<file path="src/rtl/mke_pkg.sv">
// shared types, constants and the morse lookup tables for the keying encoder
// no dependencies
`default_nettype none

package mke_pkg;

	localparam int QDepth = 4;
	localparam int QAw = $clog2(QDepth);
	localparam int CodeW = 5;

	localparam logic [7:0] ChSpace = 8'd32;
	localparam logic [7:0] ChFirstDigit = 8'd48;
	localparam logic [7:0] ChLastDigit = 8'd57;
	localparam logic [7:0] ChFirstUpper = 8'd65;
	localparam logic [7:0] ChLastUpper = 8'd90;
	localparam logic [7:0] ChFirstLower = 8'd97;
	localparam logic [7:0] ChLastLower = 8'd122;
	localparam logic [7:0] CaseFold = 8'd32;

	localparam logic [1:0] KEY_OFF = 2'd0;
	localparam logic [1:0] KEY_ON = 2'd1;
	localparam logic [1:0] SYM_DOT = 2'd0;
	localparam logic [1:0] SYM_DASH = 2'd1;
	localparam logic [1:0] SYM_GAP = 2'd2;

	// one classified character: a word gap or a code of len elements, msb first
	typedef struct packed {
		logic is_space;
		logic [2:0] len;
		logic [CodeW-1:0] bits;
	} desc_t;

	typedef enum logic [1:0] {
		PH_IDLE,
		PH_ELEM,
		PH_TAIL
	} phase_t;

	function automatic desc_t mk_code(input logic [2:0] len, input logic [CodeW-1:0] bits);
		desc_t d;
		d.is_space = 1'b0;
		d.len = len;
		d.bits = bits;
		return d;
	endfunction

	function automatic desc_t letter_code(input logic [4:0] idx);
		desc_t d;
		case (idx)
			5'd0: d = mk_code(3'd2, 5'h01);
			5'd1: d = mk_code(3'd4, 5'h08);
			5'd2: d = mk_code(3'd4, 5'h0A);
			5'd3: d = mk_code(3'd3, 5'h04);
			5'd4: d = mk_code(3'd1, 5'h00);
			5'd5: d = mk_code(3'd4, 5'h02);
			5'd6: d = mk_code(3'd3, 5'h06);
			5'd7: d = mk_code(3'd4, 5'h00);
			5'd8: d = mk_code(3'd2, 5'h00);
			5'd9: d = mk_code(3'd4, 5'h07);
			5'd10: d = mk_code(3'd3, 5'h05);
			5'd11: d = mk_code(3'd4, 5'h04);
			5'd12: d = mk_code(3'd2, 5'h03);
			5'd13: d = mk_code(3'd2, 5'h02);
			5'd14: d = mk_code(3'd3, 5'h07);
			5'd15: d = mk_code(3'd4, 5'h06);
			5'd16: d = mk_code(3'd4, 5'h0D);
			5'd17: d = mk_code(3'd3, 5'h02);
			5'd18: d = mk_code(3'd3, 5'h00);
			5'd19: d = mk_code(3'd1, 5'h01);
			5'd20: d = mk_code(3'd3, 5'h01);
			5'd21: d = mk_code(3'd4, 5'h01);
			5'd22: d = mk_code(3'd3, 5'h03);
			5'd23: d = mk_code(3'd4, 5'h09);
			5'd24: d = mk_code(3'd4, 5'h0B);
			5'd25: d = mk_code(3'd4, 5'h0C);
			default: d = mk_code(3'd1, 5'h00);
		endcase
		return d;
	endfunction

	function automatic desc_t digit_code(input logic [3:0] idx);
		desc_t d;
		case (idx)
			4'd0: d = mk_code(3'd5, 5'h1F);
			4'd1: d = mk_code(3'd5, 5'h0F);
			4'd2: d = mk_code(3'd5, 5'h07);
			4'd3: d = mk_code(3'd5, 5'h03);
			4'd4: d = mk_code(3'd5, 5'h01);
			4'd5: d = mk_code(3'd5, 5'h00);
			4'd6: d = mk_code(3'd5, 5'h10);
			4'd7: d = mk_code(3'd5, 5'h18);
			4'd8: d = mk_code(3'd5, 5'h1C);
			4'd9: d = mk_code(3'd5, 5'h1E);
			default: d = mk_code(3'd1, 5'h00);
		endcase
		return d;
	endfunction

endpackage

`default_nettype wire

</file>
<file path="src/rtl/mke_front.sv">
// front end: case folding, character classification and morse table lookup
// depends on mke_pkg
`default_nettype none

module mke_front
	import mke_pkg::*;
(
	input  wire logic       push,
	input  wire logic [7:0] char_code,
	input  wire logic       q_full,
	output logic            full,
	output logic            wr_en,
	output desc_t           wr_desc
);

	logic [7:0] ch;
	logic       supported;
	logic [7:0] letter_off;
	logic [7:0] digit_off;

	always_comb begin
		ch = char_code;
		if (char_code inside {[ChFirstLower:ChLastLower]}) begin
			ch = char_code - CaseFold;
		end
		letter_off = ch - ChFirstUpper;
		digit_off = ch - ChFirstDigit;
		supported = 1'b1;
		wr_desc = mk_code(3'd1, '0);
		if (ch == ChSpace) begin
			wr_desc.is_space = 1'b1;
		end else if (ch inside {[ChFirstUpper:ChLastUpper]}) begin
			wr_desc = letter_code(letter_off[4:0]);
		end else if (ch inside {[ChFirstDigit:ChLastDigit]}) begin
			wr_desc = digit_code(digit_off[3:0]);
		end else begin
			supported = 1'b0;
		end
	end

	// unsupported characters are taken and dropped
	assign full = q_full;
	assign wr_en = push && !q_full && supported;

endmodule

`default_nettype wire

</file>
<file path="src/rtl/mke_queue.sv">
// short descriptor queue between the front end and the serializer
// depends on mke_pkg
`default_nettype none

module mke_queue
	import mke_pkg::*;
(
	input  wire logic clk,
	input  wire logic arst_n,
	input  wire logic wr_en,
	input  desc_t     wr_desc,
	input  wire logic rd_en,
	output logic      full,
	output logic      rd_valid,
	output desc_t     rd_desc
);

	desc_t           mem_q [QDepth];
	logic [QAw-1:0]  wr_ptr_q;
	logic [QAw-1:0]  rd_ptr_q;
	logic [QAw:0]    count_q;
	logic            do_wr;
	logic            do_rd;

	assign do_wr = wr_en && !full;
	assign do_rd = rd_en && rd_valid;
	assign full = (count_q == (QAw+1)'(QDepth));
	assign rd_valid = (count_q != '0);
	assign rd_desc = mem_q[rd_ptr_q];

	always_ff @(posedge clk) begin
		if (do_wr) begin
			mem_q[wr_ptr_q] <= wr_desc;
		end
	end

	always_ff @(posedge clk or negedge arst_n) begin
		if (!arst_n) begin
			wr_ptr_q <= '0;
			rd_ptr_q <= '0;
			count_q <= '0;
		end else begin
			if (do_wr) begin
				wr_ptr_q <= wr_ptr_q + 1'b1;
			end
			if (do_rd) begin
				rd_ptr_q <= rd_ptr_q + 1'b1;
			end
			if (do_wr && !do_rd) begin
				count_q <= count_q + 1'b1;
			end else if (do_rd && !do_wr) begin
				count_q <= count_q - 1'b1;
			end
		end
	end

	a_count_range: assert property (@(posedge clk) disable iff (!arst_n)
		count_q <= (QAw+1)'(QDepth))
		else $error("queue count out of range");

	a_wr_moves: assert property (@(posedge clk) disable iff (!arst_n)
		do_wr && !do_rd |=> count_q == $past(count_q) + 1'b1)
		else $error("queue count did not follow write");

	a_no_read_empty: assert property (@(posedge clk) disable iff (!arst_n)
		count_q == '0 |=> !(rd_ptr_q != $past(rd_ptr_q)))
		else $error("queue read while empty");

endmodule

`default_nettype wire

</file>
<file path="src/rtl/mke_back.sv">
// back end: serializes one descriptor into keying bits or symbols, one beat a cycle while pop keeps up
// depends on mke_pkg; holds the output mode register and the result register
`default_nettype none

module mke_back
	import mke_pkg::*;
(
	input  wire logic       clk,
	input  wire logic       arst_n,
	input  wire logic       cfg_valid,
	output logic            cfg_ready,
	input  wire logic       output_mode,
	input  wire logic       q_valid,
	input  desc_t           q_desc,
	output logic            q_rd,
	output logic            empty,
	input  wire logic       pop,
	output logic [1:0]      out_value,
	output logic            last_of_run
);

	phase_t          phase_q, phase_d;
	logic            mode_q;
	logic            space_q, space_d;
	logic [2:0]      rem_q, rem_d;
	logic [1:0]      cnt_q, cnt_d;
	logic [CodeW-1:0] bits_q, bits_d;
	logic            out_valid_q;
	logic [1:0]      out_value_q;
	logic            out_last_q;

	logic            dash;
	logic [1:0]      end_cnt;
	logic [1:0]      val;
	logic            last;
	logic            step_end;
	logic            step_en;
	logic            load;

	assign cfg_ready = 1'b1;

	always_comb begin
		dash = bits_q[CodeW-1];
		if (phase_q == PH_ELEM) begin
			end_cnt = mode_q ? 2'd0 : (dash ? 2'd3 : 2'd1);
			if (mode_q) begin
				val = dash ? SYM_DASH : SYM_DOT;
			end else begin
				val = (cnt_q == end_cnt) ? KEY_OFF : KEY_ON;
			end
			last = 1'b0;
		end else begin
			end_cnt = space_q ? 2'd3 : (mode_q ? 2'd0 : 2'd1);
			val = mode_q ? SYM_GAP : KEY_OFF;
			last = (cnt_q == end_cnt);
		end
		step_end = (cnt_q == end_cnt);
		step_en = (phase_q != PH_IDLE) && (!out_valid_q || pop);
		load = q_valid && ((phase_q == PH_IDLE) || (step_en && last));

		phase_d = phase_q;
		space_d = space_q;
		rem_d = rem_q;
		cnt_d = cnt_q;
		bits_d = bits_q;
		if (step_en) begin
			if (step_end) begin
				cnt_d = '0;
				if (phase_q == PH_ELEM) begin
					bits_d = bits_q << 1;
					rem_d = rem_q - 1'b1;
					if (rem_q == 3'd1) begin
						phase_d = PH_TAIL;
					end
				end else begin
					phase_d = PH_IDLE;
				end
			end else begin
				cnt_d = cnt_q + 1'b1;
			end
		end
		if (load) begin
			space_d = q_desc.is_space;
			cnt_d = '0;
			rem_d = q_desc.len;
			bits_d = q_desc.bits << (3'(CodeW) - q_desc.len);
			phase_d = q_desc.is_space ? PH_TAIL : PH_ELEM;
		end
	end

	assign q_rd = load;

	always_ff @(posedge clk or negedge arst_n) begin
		if (!arst_n) begin
			phase_q <= PH_IDLE;
		end else begin
			phase_q <= phase_d;
		end
	end

	always_ff @(posedge clk or negedge arst_n) begin
		if (!arst_n) begin
			mode_q <= 1'b0;
			space_q <= 1'b0;
			rem_q <= '0;
			cnt_q <= '0;
			bits_q <= '0;
			out_valid_q <= 1'b0;
		end else begin
			if (cfg_valid) begin
				mode_q <= output_mode;
			end
			space_q <= space_d;
			rem_q <= rem_d;
			cnt_q <= cnt_d;
			bits_q <= bits_d;
			if (step_en) begin
				out_valid_q <= 1'b1;
			end else if (pop) begin
				out_valid_q <= 1'b0;
			end
		end
	end

	always_ff @(posedge clk) begin
		if (step_en) begin
			out_value_q <= val;
			out_last_q <= last;
		end
	end

	assign empty = !out_valid_q;
	assign out_value = out_value_q;
	assign last_of_run = out_last_q;

	a_elem_has_rem: assert property (@(posedge clk) disable iff (!arst_n)
		phase_q == PH_ELEM |-> rem_q != 3'd0)
		else $error("element phase with no elements left");

	a_value_legal: assert property (@(posedge clk) disable iff (!arst_n)
		out_valid_q |-> out_value_q != 2'd3)
		else $error("illegal result value");

	a_space_to_tail: assert property (@(posedge clk) disable iff (!arst_n)
		load && q_desc.is_space |=> phase_q == PH_TAIL && cnt_q == 2'd0)
		else $error("word gap not started");

endmodule

`default_nettype wire

</file>
<file path="src/rtl/morse_keying_encoder.sv">
// top level of the morse keying encoder: front end, descriptor queue, serializer
// depends on mke_pkg, mke_front, mke_queue, mke_back
// a character's first result passes the queue, the serializer state and the result register
// throughput: one result beat per cycle out of the serializer while pop keeps up; a character
// gives 2 to 22 results, unsupported characters give none
// a four-entry descriptor queue lets input beats be taken while the serializer is busy
// reset (arst_n low) clears the queue, the serializer, the result valid flag and the mode
`default_nettype none

module morse_keying_encoder
	import mke_pkg::*;
(
	input  wire logic       clk,
	input  wire logic       arst_n,
	input  wire logic       cfg_valid,
	output logic            cfg_ready,
	input  wire logic       output_mode,
	input  wire logic       push,
	output logic            full,
	input  wire logic [7:0] char_code,
	output logic            empty,
	input  wire logic       pop,
	output logic [1:0]      out_value,
	output logic            last_of_run
);

	logic  q_full;
	logic  q_wr;
	desc_t q_wr_desc;
	logic  q_rd;
	logic  q_valid;
	desc_t q_rd_desc;

	mke_front u_front (
		.push      (push),
		.char_code (char_code),
		.q_full    (q_full),
		.full      (full),
		.wr_en     (q_wr),
		.wr_desc   (q_wr_desc)
	);

	mke_queue u_queue (
		.clk      (clk),
		.arst_n   (arst_n),
		.wr_en    (q_wr),
		.wr_desc  (q_wr_desc),
		.rd_en    (q_rd),
		.full     (q_full),
		.rd_valid (q_valid),
		.rd_desc  (q_rd_desc)
	);

	mke_back u_back (
		.clk         (clk),
		.arst_n      (arst_n),
		.cfg_valid   (cfg_valid),
		.cfg_ready   (cfg_ready),
		.output_mode (output_mode),
		.q_valid     (q_valid),
		.q_desc      (q_rd_desc),
		.q_rd        (q_rd),
		.empty       (empty),
		.pop         (pop),
		.out_value   (out_value),
		.last_of_run (last_of_run)
	);

endmodule

`default_nettype wire
</file>
<file path="config.mk">
export PLATFORM = sky130hd
export DESIGN_NAME = morse_keying_encoder
export DESIGN_NICKNAME = d
export VERILOG_FILES = /design/src/rtl/mke_pkg.sv /design/src/rtl/mke_front.sv /design/src/rtl/mke_queue.sv /design/src/rtl/mke_back.sv /design/src/rtl/morse_keying_encoder.sv
export SDC_FILE = /design/constraint.sdc
export NUM_CORES = 1
export LEC_CHECK = 0
export ABC_CLOCK_PERIOD_IN_PS = 3000
export BUFFER_PORTS_ARGS = -buffer_cell sky130_fd_sc_hd__buf_2
export CORE_ASPECT_RATIO = 0.8
export CORE_MARGIN = 2
export CORE_UTILIZATION = 40
export CTS_CLUSTER_SIZE = 25
export DETAILED_ROUTE_END_ITERATION = 6
export GPL_TIMING_DRIVEN = 1
export PLACE_DENSITY = 0.6
export SLEW_MARGIN = 20
export SYNTH_ARGS = -nofsm -noshare
export SYNTH_HDL_FRONTEND = slang
export SYNTH_SLANG_ARGS = --single-unit
</file>
<file path="constraint.sdc">
create_clock -name clk -period 3 [get_ports clk]
set_clock_uncertainty 0.2 [all_clocks]
set_input_delay 0.45 -clock clk [delete_from_list [all_inputs] [get_ports clk]]
set_output_delay 0.45 -clock clk [all_outputs]
set_load 0.1 [all_outputs]
</file>
==> summary.md, run 1 <==
| Metric | Value |
|---|---|
| Hold Path Cell Cnt | 2 |
| Htree depth | 3 |
| Worst-path clk slew | 0.05 ns |
| P_leak | 0.00170 µW |
| CP Class | in -> reg |
| HP Class | in -> reg |
| Critical path cell sequence | buf_2, inv_2, ha_4, or4b_4, o21ai_4, o31ai_4, nor2_1, ha_2, inv_1, fa_1, xor2_1, nor2_1, xor2_1 |
| RSZ-0062 raised after global routing | no |
| DIE AREA | 10200 µm² |
| WL final | 8.12 mm |
| Pins over their slew limit | 0 |
| Finished Core Util | 49.6% |
| Outcome | complete, no violations |
| Iteration-0 DRC Markers | 196 |
| Setup Viol. Count Final | 0 |
| Slowest stage cell, crit path | or4b_4 |
| Critical path fanouts, max | 4 |
| CP Launch Type | primary input |
| Antenna violations before repair | 0 |
| Post-synthesis sequential area ratio | 45.7% |
| Fin crit period | 2.72 ns |
| Ratio of cells with drive above 1 in the final layout | 24.4% |
| Final period utilization | 90.6% |
| Final hold violation count | 0 |
| Synthesis-to-layout area growth | 20.1% |
| Main flop type after synthesis | edfxtp_1 |
| Synthesized Nets | 383 |
| Avg Synthesized Cell Area | 10.7 µm² |
| Clk buf depth | 2 |
| Pre-Repair DR Iteration Count | 5 |
| I/O pin count | 20 |
| Post-CTS Resized | 0 |
| Setup crit end kind | register |
| Post-synth EDFFs | 39 |
| CP top delay family | simple AND/OR/NAND/NOR gates |
| Clk root buf | clkbuf_16 |
| CTS Sinks | 61 |
| Yosys top cell area share | 31.1% |
| Largest cells by area after synthesis | edfxtp_1, dfrtp_1, mux4_2, ha_1, nand2_1 |
| R2R setup slack | 0.38 ns |
| Worst vdd ir | 0.540 mV |
| Inst Count DP | 496 |
| Asr flop ratio synth | 36.1% |
| Highest clock rate | 368 MHz |
| Detailed-route via count | 2897 |
| Diode count | 0 |
| Number of synthesized register bits | 61 |
| Cts bufs inserted | 9 |
| TritonCTS clock tree | done |
| Final hold slack | 0.123 ns |
| Total GRT Usage | 16.6% |
| Chip height | 90.8 µm |
| Fin Setup TNS | 0 ns |
| Maxcap violations | 0 |
| Largest net degree at the start of global routing | 23 |
| Remaining DRCs | 0 |
| Final Power | 3690 µW |
| Routed Antenna Nets | 0 |
| Mean routed wirelength per cell | 15.8 µm |
| Worst path max stage delay | 0.50 ns |
| Reg-to-reg endpoint | u_queue.count_q[1] |
| Vias in the first global route | 2748 |
| Clock latency reported for the late side of the worst-skew pair | 0.32 ns |
| Worst Path Arrival | 2.77 ns |
| Synthesized area | 3760 µm² |
| Overflow after GRT | 0 |
| FP Rows | 31 |
| Cell count after synthesis | 352 |
| Initial core utilization | 41.3% |
| # port buffers | 18 |
| Worst Max-Slew Pin Slew | 0.764 ns |
| Hold Startpoint | cfg_valid |
| Hold Path End | u_back.mode_q |
| Worst r2r src | u_back.cnt_q[0] |
| Core Region | 9110 µm² |
| Final Non-Filler Cells | 513 |
| DR vias/cell | 5.65 |
| First-pass GRT wire length | 13.5 mm |
| Synth Warn # | 0 |
| Die W | 112 µm |
| Power Dens Cells | 816 nW/µm² |
| Distinct cells, synth | 63 |
| Relative slew slack | 48.7% |
| WP buf/inv | 3 |
| Nets | 424 |
| Routability cong. | 0.888 |
| Reg2reg path depth | 8 |
| Cell taking the most area after synthesis | edfxtp_1 |
| Required @ worst endpoint | 3.05 ns |
| DP Wirelength | 6.08 mm |
-- cell usage after synthesis, drive strengths merged (8+ instances only) --
cell and number:
buf 15, mux4 11, inv 30, dfrtp 22
nor3 11, nor2 23, a31oi 8, edfxtp 39
a21oi 11, nand3 9, nand2 28, ha 16
o21ai 13
-- sequential cells by signal, summed over array words and instances (netlist names) --
| register | flops |
|---|---|
| u_back.phase_q | 2 |
| u_back.rem_q | 3 |
| u_queue.rd_ptr_q | 2 |
| u_back.space_q | 1 |
| u_back.bits_q | 5 |
| u_back.mode_q | 1 |
| u_queue.count_q | 3 |
| u_queue.wr_ptr_q | 2 |
| u_back.out_value | 2 |
| u_queue.mem_q | 36 |
| u_back.cnt_q | 2 |
| u_back.last_of_run | 1 |
| u_back.out_valid_q | 1 |
-- layer usage --
layer / wire length [µm] / global-route usage [%]
met1: 3940 / 24.0
met4: 82 / 4.98
met2: 3620 / 24.9
met5: 0 / 0
met3: 478 / 3.76
-- power breakdown --
group | switching [µW] | leakage (µW) | internal (µW)
Sequential | 191 | 0.000594 | 1060
Clock | 353 | 0.000136 | 635
Combinational | 863 | 0.000965 | 584
-- repair_timing --
item	4_1_cts	5_1_grt
hold buffers	1	0
setup buffers	0	0
hold endpoints to repair	22	0
-- layout make-up --
type	count	area, µm²
clock buffers	9	225
clock inverters	7	66.3
fillers	804	4590
inverters	30	115
multi-input cells	241	1900
flip-flops and latches	61	1720
well taps	115	144
repair buffers	50	345
-- through the flow --
stage	setup slack, ns	area [µm²]
after floorplan	-0.00479	3850
after CTS	0.287	4520
after global routing	0.139	4520
after global placement	0.00851	4220
final	0.281	4520
after detailed placement	-0.0516	4220
-- placed cells by master, fill, tap and decap left out, types with 11 or more instances in the layout --
| cell | count |
|---|---|
| edfxtp_1 | 39 |
| buf_4 | 30 |
| nand2_1 | 28 |
| inv_1 | 26 |
| nor2_1 | 23 |
| dfrtp_1 | 22 |
| buf_2 | 18 |
| ha_1 | 14 |
| o21ai_0 | 12 |
| mux4_2 | 11 |
| nor3_1 | 11 |
-- how the worst max path moves through the flow --
stage,start,to,slack (ns),cells past startpoint
floorplan,char_code[0],u_queue.count_q[1],-0.005,11
global placement,char_code[0],u_queue.count_q[2],0.009,13
detailed placement,char_code[0],u_queue.count_q[2],-0.05,13
CTS,char_code[0],u_queue.count_q[2],0.29,13
global route,char_code[0],u_queue.count_q[2],0.14,13
finish,char_code[0],u_queue.count_q[2],0.28,13
-- logic make-up after synthesis --
group / Yosys count / share of synthesized area [%]
simple gates: 114 / 16.0
fa+ha+maj: 17 / 5.85
compound gates: 82 / 15.7
other cells: 1 / 0.0996
flops: 61 / 45.7
mux: 20 / 9.04
buf+inv: 50 / 5.98
xor+xnor: 7 / 1.63
No activity file was read; power rests on OpenSTA's default activity.
==> run 2, diff against run 1 <==
- ABC_AREA: not set -> 1
==> run 2 against run 1 <==
Fmax is 1.5% lower. Cell count up 18%. Design area fell by 3.2%. Sequential power fell by 4%. Combinational power grew 24%. Clock power down 5.3%. Sequential cell count is the same. Die area is 2.0% lower. Critical path depth up 8. Critical endpoint unchanged. Largest cell class is now sequential cells.
==> summary.md, run 2 <==
| Metric | Value |
|---|---|
| CP top delay family | simple AND/OR/NAND/NOR gates |
| Setup crit end kind | register |
| Required @ worst endpoint | 2.99 ns |
| Pins over their slew limit | 0 |
| Synthesis-to-layout area growth | 18.9% |
| Worst Path Arrival | 2.76 ns |
| DR vias/cell | 4.88 |
| Total GRT Usage | 16.1% |
| Clk buf depth | 2 |
| CP Depth | 21 |
| Largest cells by area after synthesis | edfxtp_1, dfrtp_1, nand2_1, o21ai_0, ha_1 |
| Worst path max stage delay | 0.37 ns |
| Crit path top cell by count | inv_1 |
| Yosys top cell area share | 31.8% |
| Largest net degree at the start of global routing | 23 |
| Commonest non-fill, non-tap cell in the layout | nand2_1 |
| Initial core utilization | 40.9% |
| Hold Startpoint | cfg_valid |
| Iteration-0 DRC Markers | 200 |
| # port buffers | 18 |
| Routability cong. | 0.854 |
| CP Class | in -> reg |
| Main flop type after synthesis | edfxtp_1 |
| Most frequent cells in the layout | nand2_1, inv_1, o21ai_0, nor2_1, edfxtp_1 |
| Antenna violations before repair | 0 |
| Worst r2r src | u_back.space_q |
| Hold Path Cell Cnt | 2 |
| WL final | 7.57 mm |
| Vias in the first global route | 2787 |
| Clock latency reported for the late side of the worst-skew pair | 0.32 ns |
| Largest register by flop count | u_queue.mem_q |
| Crit path from | char_code[1] |
| Highest clock rate | 362 MHz |
| DIE AREA | 10000 µm² |
| CP Launch Type | primary input |
| Worst-path clk slew | 0.05 ns |
| RSZ-0062 raised after global routing | no |
| Post-synth EDFFs | 39 |
| Critical path fanouts, max | 4 |
| Reg2reg path depth | 10 |
| Synthesized Nets | 467 |
| Placement Cell Area | 4090 µm² |
| Pre-CTS setup slack | -0.0982 ns |
| Post-synthesis sequential area ratio | 46.7% |
| Avg Synthesized Cell Area | 8.45 µm² |
| Cell taking the most area after synthesis | edfxtp_1 |
| Final hold violation count | 0 |
| Detailed-route via count | 2952 |
| Final Power | 3940 µW |
| Most numerous cell in the Yosys netlist | nand2_1 |
| Clk root buf | clkbuf_16 |
| HP Class | in -> reg |
| First-pass GRT wire length | 13.0 mm |
| Nets | 516 |
| Fin crit period | 2.76 ns |
| Outcome | complete, no violations |
| Final period utilization | 92.0% |
| Synthesized area | 3680 µm² |
| Relative slew slack | 64.4% |
| WP buf/inv | 5 |
| Number of synthesized register bits | 61 |
| Worst vdd ir | 0.391 mV |
| Cts bufs inserted | 9 |
| Final WS setup | 0.239 ns |
| Diode count | 0 |
| Slowest stage cell, crit path | fa_1 |
| Power Dens Cells | 899 nW/µm² |
| Asr flop ratio synth | 36.1% |
| Overflow after GRT | 0 |
| Routed Antenna Nets | 0 |
| Max reg flops | 36 |
| I/O pin count | 20 |
| Commonest cells post-synth | nand2_1, inv_1, o21ai_0 |
| Maxcap violations | 0 |
| Ratio of cells with drive above 1 in the final layout | 20.6% |
| Htree depth | 3 |
| Pre-Repair DR Iteration Count | 4 |
| TritonCTS clock tree | done |
| Core Region | 9000 µm² |
| Final instance area | 4380 µm² |
| CTS Sinks | 61 |
| Top flop regs | u_queue.mem_q: 36 flops, u_back.bits_q: 5 flops |
| Distinct cells, synth | 40 |
| Die W | 111 µm |
| P_leak | 0.00198 µW |
| Setup Viol. Count Final | 0 |
| Chip height | 89.8 µm |
| Mean routed wirelength per cell | 12.5 µm |
| Cell count after synthesis | 436 |
| Remaining DRCs | 0 |
| Finished Core Util | 48.7% |
| Critical path cell sequence | buf_2, inv_1, ha_1, inv_1, nand3_1, nand2_1, nand2_2, nand3_2, nand2_4, nand2_1, nor2_2, nand2_2, nand3_2, nand2_4, inv_2, ha_1, inv_1, fa_1, a21oi_1, o21ai_0, xor2_1 |
| FP Rows | 31 |
| DP Wirelength | 5.61 mm |
| Worst Max-Slew Pin Slew | 0.529 ns |
| Synth Warn # | 0 |
==> run 2: cell families after synthesis <==
logic type / after synthesis / synth area share, %
other cells: 1 / 0.102
fa+ha+maj: 17 / 5.98
simple gates: 192 / 24.1
flops: 61 / 46.7
buf+inv: 65 / 7.13
xor+xnor: 7 / 1.66
compound gates: 92 / 14.0
mux: 1 / 0.306
==> run 2: final timing paths <==
kind	slack [ns]	endpoint
setup / recovery	0.24	u_queue.count_q[2]
hold / removal	0.15	u_back.mode_q
setup reg to reg	0.65	u_queue.count_q[1]
hold reg to reg	0.29	u_back.bits_q[1]
max in group asynchronous	1.81	u_back.out_valid_q
min in group asynchronous	0.44	u_back.bits_q[2]
==> run 2: worst register-to-register path, cell delays in order, from the launching register on <==
cell	delay, ns
dfrtp_1	0.37
inv_1	0.12
nand2_1	0.08
xor2_1	0.18
nand4_1	0.17
nand2_1	0.09
nand2_1	0.07
ha_1	0.20
inv_1	0.08
fa_1	0.41
mux2_2	0.27
==> run 2: layer usage <==
layer	GRT usage [%]	vias up	routed length (µm)
li1	-	1545	-
met1	23.2	1338	3890
met2	23.4	61	3250
met3	3.57	8	345
met4	7.00	0	87
met5	0	-	0
==> run 2: timing repair <==
item	4_1_cts	5_1_grt
gates resized for setup	0	0
endpoints found under the hold margin	22	0
hold buffers	1	0
buffers inserted	0	0
==> run 2: where the power goes <==
part | internal (µW) | total, µW | switching [µW]
Clock | 598 | 936 | 338
Combinational | 570 | 1800 | 1230
Sequential | 1070 | 1200 | 127
==> run 2: through the flow <==
step           setup TNS (ns)  cells  hold WS (ns)
2_1_floorplan               0    436       -0.0456
3_3_place_gp                0    588         0.251
3_5_place_dp          -0.0988    588         0.261
4_1_cts                     0    605         0.136
5_1_grt                     0    605         0.141
6_report                    0    605         0.150
==> run 2: layout make-up <==
type	instances	area (µm²)
well taps	115	144
clock inverters	4	21.3
inverters	55	206
flip-flops and latches	61	1720
fillers	853	4620
clock buffers	12	256
repair buffers	48	318
multi-input cells	310	1710
